--- config.mk ---
export PLATFORM = sky130hd
export DESIGN_NAME = tepq_store
export DESIGN_NICKNAME = d
export VERILOG_FILES = /design/src/tepq_pkg.sv /design/src/tepq_store.sv
export SDC_FILE = /design/constraint.sdc
export NUM_CORES = 1
export LEC_CHECK = 0
export BUFFER_PORTS_ARGS = -buffer_cell sky130_fd_sc_hd__buf_2
export CAP_MARGIN = 0
export CORE_UTILIZATION = 51
export CTS_BUF_LIST = sky130_fd_sc_hd__clkbuf_8
export DETAILED_ROUTE_END_ITERATION = 7
export HOLD_SLACK_MARGIN = 0.06
export PLACE_DENSITY = 0.68
export SYNTH_ARGS = -nofsm -noshare
export SYNTH_HDL_FRONTEND = slang
export SYNTH_SLANG_ARGS = --single-unit
--- constraint.sdc ---
create_clock -name clk -period 15.6 [get_ports clk]
set_input_delay 2.34 -clock clk [delete_from_list [all_inputs] [get_ports clk]]
set_output_delay 2.34 -clock clk [all_outputs]
set_load 0.01 [all_outputs]
--- src/tepq_pkg.sv ---
// ----------------------------------------------------------------------------
// Timed edge priority queue: shared package
// Field widths, beat payload structs, request and kind codes, and the
// sequencer state type used by the queue controller.
// ----------------------------------------------------------------------------
package tepq_pkg;

  // Field widths fixed by the beat formats.
  localparam int TIME_W  = 32;
  localparam int KIND_W  = 2;
  localparam int CAM_W   = 8;
  localparam int MASK_W  = 8;
  localparam int REQ_W   = 2;
  localparam int DELAY_W = 31;
  localparam int FILL_W  = 5;

  // Free slots a plan needs, lit and unlit.
  localparam int PLAN_LIT_EDGES   = 4;
  localparam int PLAN_UNLIT_EDGES = 2;

  // Request codes.
  localparam logic [REQ_W-1:0] REQ_PUSH = 2'd0;
  localparam logic [REQ_W-1:0] REQ_PLAN = 2'd1;
  localparam logic [REQ_W-1:0] REQ_POP  = 2'd2;

  // Edge kinds, in their tie-break order.
  localparam logic [KIND_W-1:0] KIND_ASSERT    = 2'd0;
  localparam logic [KIND_W-1:0] KIND_ILLUM_ON  = 2'd1;
  localparam logic [KIND_W-1:0] KIND_ILLUM_OFF = 2'd2;
  localparam logic [KIND_W-1:0] KIND_RELEASE   = 2'd3;

  // One stored edge.
  typedef struct packed {
    logic [TIME_W-1:0] due_time;
    logic [KIND_W-1:0] kind;
    logic [CAM_W-1:0]  camera;
    logic [MASK_W-1:0] mask;
  } edge_t;

  // Input beat.
  typedef struct packed {
    logic [REQ_W-1:0]  req_type;
    logic [TIME_W-1:0] now_us;
    logic [TIME_W-1:0] edge_time;
    logic [KIND_W-1:0] edge_kind;
    logic [CAM_W-1:0]  camera_num;
    logic [MASK_W-1:0] illum_mask;
    logic [TIME_W-1:0] assert_time;
    logic [TIME_W-1:0] illum_on_time;
    logic [TIME_W-1:0] illum_off_time;
    logic [TIME_W-1:0] release_time;
  } in_item_t;

  // Result beat.
  typedef struct packed {
    logic               accepted;
    logic [TIME_W-1:0]  out_time;
    logic [KIND_W-1:0]  out_kind;
    logic [CAM_W-1:0]   out_camera;
    logic [MASK_W-1:0]  out_mask;
    logic               has_next;
    logic [DELAY_W-1:0] head_wait;
    logic [FILL_W-1:0]  fill_count;
  } out_item_t;

  // Controller sequencer states.
  typedef enum logic [3:0] {
    ST_IDLE,
    ST_DISPATCH,
    ST_INS_START,
    ST_INS_CMP,
    ST_INS_WR,
    ST_POP_RD,
    ST_POP_CHK,
    ST_POP_SH,
    ST_FIN_RD,
    ST_FIN_WAIT
  } state_t;

endpackage

--- src/tepq_store.sv ---
// ----------------------------------------------------------------------------
// Timed edge priority queue: edge store
// Synchronous single-write, single-read memory of edges with a registered
// read port (old data on a same-address write).
// ----------------------------------------------------------------------------
module tepq_store
  import tepq_pkg::*;
#(
  parameter int CAPACITY = 16
) (
  input  logic                        clk,
  input  logic                        wr_en,
  input  logic [$clog2(CAPACITY)-1:0] wr_addr,
  input  edge_t                       wr_data,
  input  logic [$clog2(CAPACITY)-1:0] rd_addr,
  output edge_t                       rd_data
);

  edge_t mem [CAPACITY];
  edge_t rd_data_r;

  // Write port.
  always_ff @(posedge clk) begin
    if (wr_en) begin
      mem[wr_addr] <= wr_data;
    end
  end

  // Registered read port.
  always_ff @(posedge clk) begin
    rd_data_r <= mem[rd_addr];
  end

  assign rd_data = rd_data_r;

endmodule

==> results of run 1 <==
## cell families after synthesis
family                 Yosys count  share of synthesized area
AND/OR/NAND/NOR                 77                    0.01036
buffers and inverters           67                    0.01012
multiplexers                   200                     0.1457
flip-flops                     850                     0.8095
AO/OA/AOI/OAI                  100                    0.02429
## stage by stage
step	setup WS [ns]	cell area, sq um	total power (uW)
after floorplan	8.815	30910	2742
after global placement	10.43	32450	2831
after detailed placement	10.46	32450	2838
after CTS	11.29	35010	4608
after global routing	11.06	35010	4713
final	11.31	35010	4563
## synthesized netlist by cell type
| cell type | instances | area (sq um) |
|---|---|---|
| edfxtp_1 | 800 | 24020 |
| mux4_2 | 200 | 4504 |
| a22oi_1 | 100 | 750.7 |
| nand2_1 | 51 | 191.4 |
| dfxtp_1 | 50 | 1001 |
| clkbuf_1 | 31 | 116.4 |
| buf_2 | 19 | 95.09 |
| nor2_1 | 13 | 48.80 |
| buf_4 | 10 | 75.07 |
| buf_1 | 7 | 26.28 |
| nor3_1 | 4 | 20.02 |
| nand2b_1 | 2 | 12.51 |
| nand3b_1 | 2 | 15.01 |
| nor2b_1 | 2 | 12.51 |
| and2_1 | 1 | 6.260 |
| nand3_1 | 1 | 5.000 |
| or3b_2 | 1 | 8.760 |
## final cells by class
cell class,count,area (sq um)
Sequential cell,850,25020
Fill cell,4206,24450
Multi-Input combinational cell,377,5709
Clock buffer,151,2078
Tap cell,773,967.2
Timing Repair Buffer,132,749.5
Clock inverter,90,479.2
Antenna cell,2,5.005
## power by group through the flow
stage | Clock [uW] | Combinational [uW] | Sequential (uW)
detailed placement | 0 | 219 | 2620
global placement | 0 | 214 | 2620
global route | 1910 | 233 | 2570
floorplan | 0 | 120 | 2620
CTS | 1820 | 219 | 2570
finish | 1780 | 216 | 2570
## layer usage
| layer | global-route usage | vias up |
|---|---|---|
| met5 | 0 | - |
| met4 | 0.07461 | 10 |
| met3 | 0.05387 | 109 |
| met2 | 0.3602 | 525 |
| met1 | 0.2817 | 7465 |
| li1 | - | 5958 |
## sequential cells by signal, summed over array words and instances (netlist names)
signal / flops
mem: 800
rd_data: 50
## worst reg2reg max path, delay by kind of cell (launching register included)
family / cells / cell delay, ns
multiplexers: 1 / 0.47
flip-flops: 1 / 0.38
AO/OA/AOI/OAI: 1 / 0.22
AND/OR/NAND/NOR: 1 / 0.12
## layout by cell type (no fill, tap or decap), drive strengths merged
cell      netlist  layout
and2            1       1
buf            36     131
mux4          200     200
nor3            4       4
nand2          51      51
diode           0       2
clkinv          0      38
or3b            1       1
nand3b          2       2
dfxtp          50      50
edfxtp        800     800
nand2b          2       2
bufinv          0       4
clkbuf         31     152
inv             0      46
clkinvlp        0       2
nand3           1       1
nor2           13      13
a22oi         100     100
nor2b           2       2
## worst max-delay path by stage
| stage | end | slack, ns | cells past startpoint |
|---|---|---|---|
| after global placement | rd_data[1] | 10.43 | 5 |
| after detailed placement | rd_data[31] | 10.46 | 5 |
| after CTS | rd_data[1] | 11.29 | 5 |
| after floorplan | mem[0][0] | 8.82 | 2 |
| after global routing | rd_data[1] | 11.06 | 5 |
| final | rd_data[1] | 11.31 | 5 |
==> impl_results.md, run 1 <==
- Sequential-to-total area share from yosys stat: 0.8095
- Final Non-Filler Cells: 2375
- Status: finished clean
- Max Clock Skew: 0.01662 ns
- Mapped Area: 30910 sq um
- Combinational power share: 0.047
- DR WL met2: 33270 um
- Wire length on met1: 25470 um
- Slowest CP cell: buf_12
- Core area: 59460 sq um
- Largest net degree at the start of global routing: 122
- Worst slew margin: 0.2157
- Initial core utilization: 0.5198
- Mapped Nets: 1354
- Net Switching: 970.4 uW
- CTS tree: yes
- Longest Clk Path Bufs: 3
- Hold endpoint: rd_data[3]
- Critical-path cell list: buf_8 -> buf_12 -> mux4_2 -> a22oi_1 -> nand2_1
- # IOs: 110
- Uppermost layer routed: met5
- Residual DRC count: 0
- Critical path arrival: 4.92 ns
- Worst Hold Margin: 0.6627 ns
- Sw Share: 0.2127
- Critical path buffers and inverters: 2
- FF-to-FF setup slack: 14.28 ns
- Leakage Power: 0.01145 uW
- Die area: 61600 sq um
- Port Buffer Count: 109
- GPL Wtd Cong: 0.7050
- Hold depth: 3
- Routed vias: 14070
- Area delta synth->final: 13.26%
- Row count: 89
- Seq cells post-synth: 850
- Setup TNS: 0 ns
- Layout cells sized above 1: 0.3313
- H-tree depth: 4
- GRT Util Overall: 0.2170
- Clock network power share: 0.389
- Crit. End Element: flop
- Hold Path Origin: mem[6][3]
- Worst-margin pin slew: 1.174 ns
- CTS resizes: 0
- Int Pwr: 3593 uW
- R2R Path End: rd_data[1]
- Reg2reg start: mem[9][1]
- CP startpoint: rd_addr[0]
- Die Ht: 248.2 um
- CTS hold repair buffers: 0
- Vias in the first global route: 14620
- First-pass DRT Iterations: 5
- Max-Cap Viols: 0
- Slew Limit Fails: 0
- Worst Setup Start Kind: input pin
- Final Hold Fails: 0
- Cells after Synth: 1294
- Distinct cells, synth: 17
- Fin crit share: 0.2752
- Clock Latency Late Sink: 0.77 ns
- Nets: 1555
- Mean Syn Cell Area: 23.89 sq um
- Layout Utilization: 0.5888
- Final setup fails: 0
- Max Clk Rate: 232.9 MHz
- Sink Count: 850
- Ys Warns: 0
- WL/cell: 27.14 um
- Worst hold path class: flop to flop
- DR vias/cell: 5.923
- Worst reg2reg path depth: 3
- Min Tclk post-route: 4.293 ns
- DP Wirelength: 28850 um
- Iteration-0 DRC Markers: 1310
- WS Path Type: input pin to flop
- CP required: 16.23 ns
- Power Dens Cells: 130.3 nW/um^2
- Worst VDD drop: 0.09747 mV
- Critical Path Fanout Max: 121
- Unrepaired setup endpoints after global routing: false
- Root Driver: clkbuf_8
- Clock transition at path regs: 0.06 ns
- Met3 WL post-DR: 4407 um
- Crit-path max cell delay: 0.76 ns
- Antenna-violating nets left: 0
- CP top delay family: buffers and inverters
- Die width: 248.2 um
- Postcts setup bufs: 0
- First-pass GRT wire length: 93550 um
- Num CTS Buffers: 134
- Overflow after GRT: 0
- Sequential power share: 0.563
- Initial antenna violation count: 6
- Final WL: 64460 um
- Dpl cells: 2132
(Power assumes the default switching activity.)
==> inputs of run 2 (changes only) <==
==> constraint.sdc (replaced) <==
create_clock -name clk -period 4.15 [get_ports clk]
set_input_delay 0.6225 -clock clk [delete_from_list [all_inputs] [get_ports clk]]
set_output_delay 0.6225 -clock clk [all_outputs]
set_load 0.01 [all_outputs]
==> impl_results.md, run 2 (synthesis results as in run 1) <==
- Root Driver: clkbuf_8
- Row count: 89
- CP required: 3.53 ns
- Nets: 1572
- Crit-path max cell delay: 0.41 ns
- Setup TNS: 0 ns
- Max-Cap Viols: 0
- Leakage Power: 0.01160 uW
- CP top delay family: flip-flops
- Port Buffer Count: 109
- Reg2reg start: mem[1][32]
- GR peak layer: met2
- First-pass GRT wire length: 91710 um
- Vias in the first global route: 14720
- Status: finished clean
- WL/cell: 25.70 um
- CTS tree: yes
- Worst reg2reg path depth: 3
- GPL Wtd Cong: 0.7111
- Clock Latency Late Sink: 0.76 ns
- CTS hold repair buffers: 0
- Overflow after GRT: 0
- Met1 Use GR: 0.2834
- Crit. End Element: output pin
- Unrepaired setup endpoints after global routing: false
- Setup slack at placement: 1.450 ns
- Hold depth: 1
- Max Clock Skew: 0.02306 ns
- Num CTS Buffers: 134
- GRT Util Overall: 0.2076
- WP depth: 1
- Die area: 61600 sq um
- GRT met3 Usage: 0.04913
- Postcts setup bufs: 0
- DR vias/cell: 5.884
- Min Tclk post-route: 1.951 ns
- Worst-margin pin slew: 1.039 ns
- Critical-path cell list: buf_2
- Critical path buffers and inverters: 1
- Slowest CP cell: dfxtp_1
- Worst setup margin: 2.199 ns
- Residual DRC count: 0
- CP startpoint: rd_data[49]
- Critical Path Fanout Max: 1
- Layout cells sized above 1: 0.3352
- Biggest register: mem
- H-tree depth: 4
- DP Wirelength: 32140 um
- Worst hold path class: input pin to flop
- Initial core utilization: 0.5198
- Slew Limit Fails: 0
- WS Path Type: flop to output pin
- Worst VDD drop: 0.2782 mV
- Max reg flops: 800
- Worst slew margin: 0.3057
- Core area: 59460 sq um
- CTS resizes: 0
- Initial antenna violation count: 5
- Longest Clk Path Bufs: 3
- Most frequent cells in the layout: 800 x edfxtp_1, 200 x mux4_2, 159 x clkbuf_8, 107 x buf_2, 100 x a22oi_1
- Antenna-violating nets left: 0
- Die Ht: 248.2 um
- Commonest non-fill, non-tap cell in the layout: edfxtp_1
- Area delta synth->final: 14.13%
- Sink Count: 850
- Final setup fails: 0
- Final WL: 61460 um
- Max Clk Rate: 512.6 MHz
- Routed vias: 14070
- Largest net degree at the start of global routing: 65
- # IOs: 110
- Iteration-0 DRC Markers: 999
- Final Hold Fails: 0
- Clock transition at path regs: 0.07 ns
- Worst Setup Start Kind: flop
- Hold Path Origin: wr_data[15]
- Power Dens Cells: 485.7 nW/um^2
- First-pass DRT Iterations: 5
- Critical path arrival: 1.33 ns
- Fin crit share: 0.4701
- Die width: 248.2 um
- M2 GR Usage: 0.3329
## run 2: cell count changes in the layout (fill, tap and decap cells not counted)
cell	previous run	this run
clkinv_2	19	9
diode_2	2	1
buf_12	1	10
nor3_4	0	4
clkinvlp_4	2	3
clkinv_1	19	13
clkbuf_8	152	159
bufinv_16	4	2
inv_6	1	0
inv_1	45	56
nor3_2	4	0
buf_4	22	30
## run 2: metrics by stage
step / instances / power (uW) / cell area [sq um] / hold WS (ns) / util
floorplan: 1294 / 10310 / 30930 / 0.6349 / -
global placement: 2149 / 10660 / 32720 / 0.6465 / 0.5502
detailed placement: 2149 / 10690 / 32720 / 0.6538 / 0.5502
CTS: 2390 / 17310 / 35280 / 0.1594 / 0.5932
global route: 2391 / 17740 / 35280 / 0.2071 / 0.5933
finish: 2391 / 17130 / 35280 / 0.2355 / 0.5933
## run 2: path summary, 6_finish.rpt
path                  to  slack, ns
max          rd_data[49]       2.20
min          mem[12][15]       0.24
max reg2reg  rd_data[32]       2.61
min reg2reg  rd_data[10]       0.65
## run 2: final cells by class
| cell class | count | area, sq um |
|---|---|---|
| diodes | 1 | 2.502 |
| clock inverters | 83 | 386.6 |
| well taps | 773 | 967.2 |
| clock buffers | 158 | 2175 |
| repair buffers | 149 | 989.7 |
| flip-flops and latches | 850 | 25020 |
| fillers | 4194 | 24190 |
| multi-input cells | 377 | 5734 |
## run 2: routing by layer
layer | wire, um | share of wire | vias to the layer above
met2 | 31230 | 0.51 | 447
met3 | 3820 | 0.062 | 79
met1 | 25400 | 0.41 | 7549
met5 | 46 | 0.00075 | -
li1 | - | - | 5986
met4 | 962 | 0.016 | 8
## run 2: where the power goes
group | internal (uW) | switching (uW) | leakage, uW
logic | 343 | 491 | 0.00243
registers | 9600 | 60.6 | 0.00765
clock network | 3570 | 3070 | 0.00152
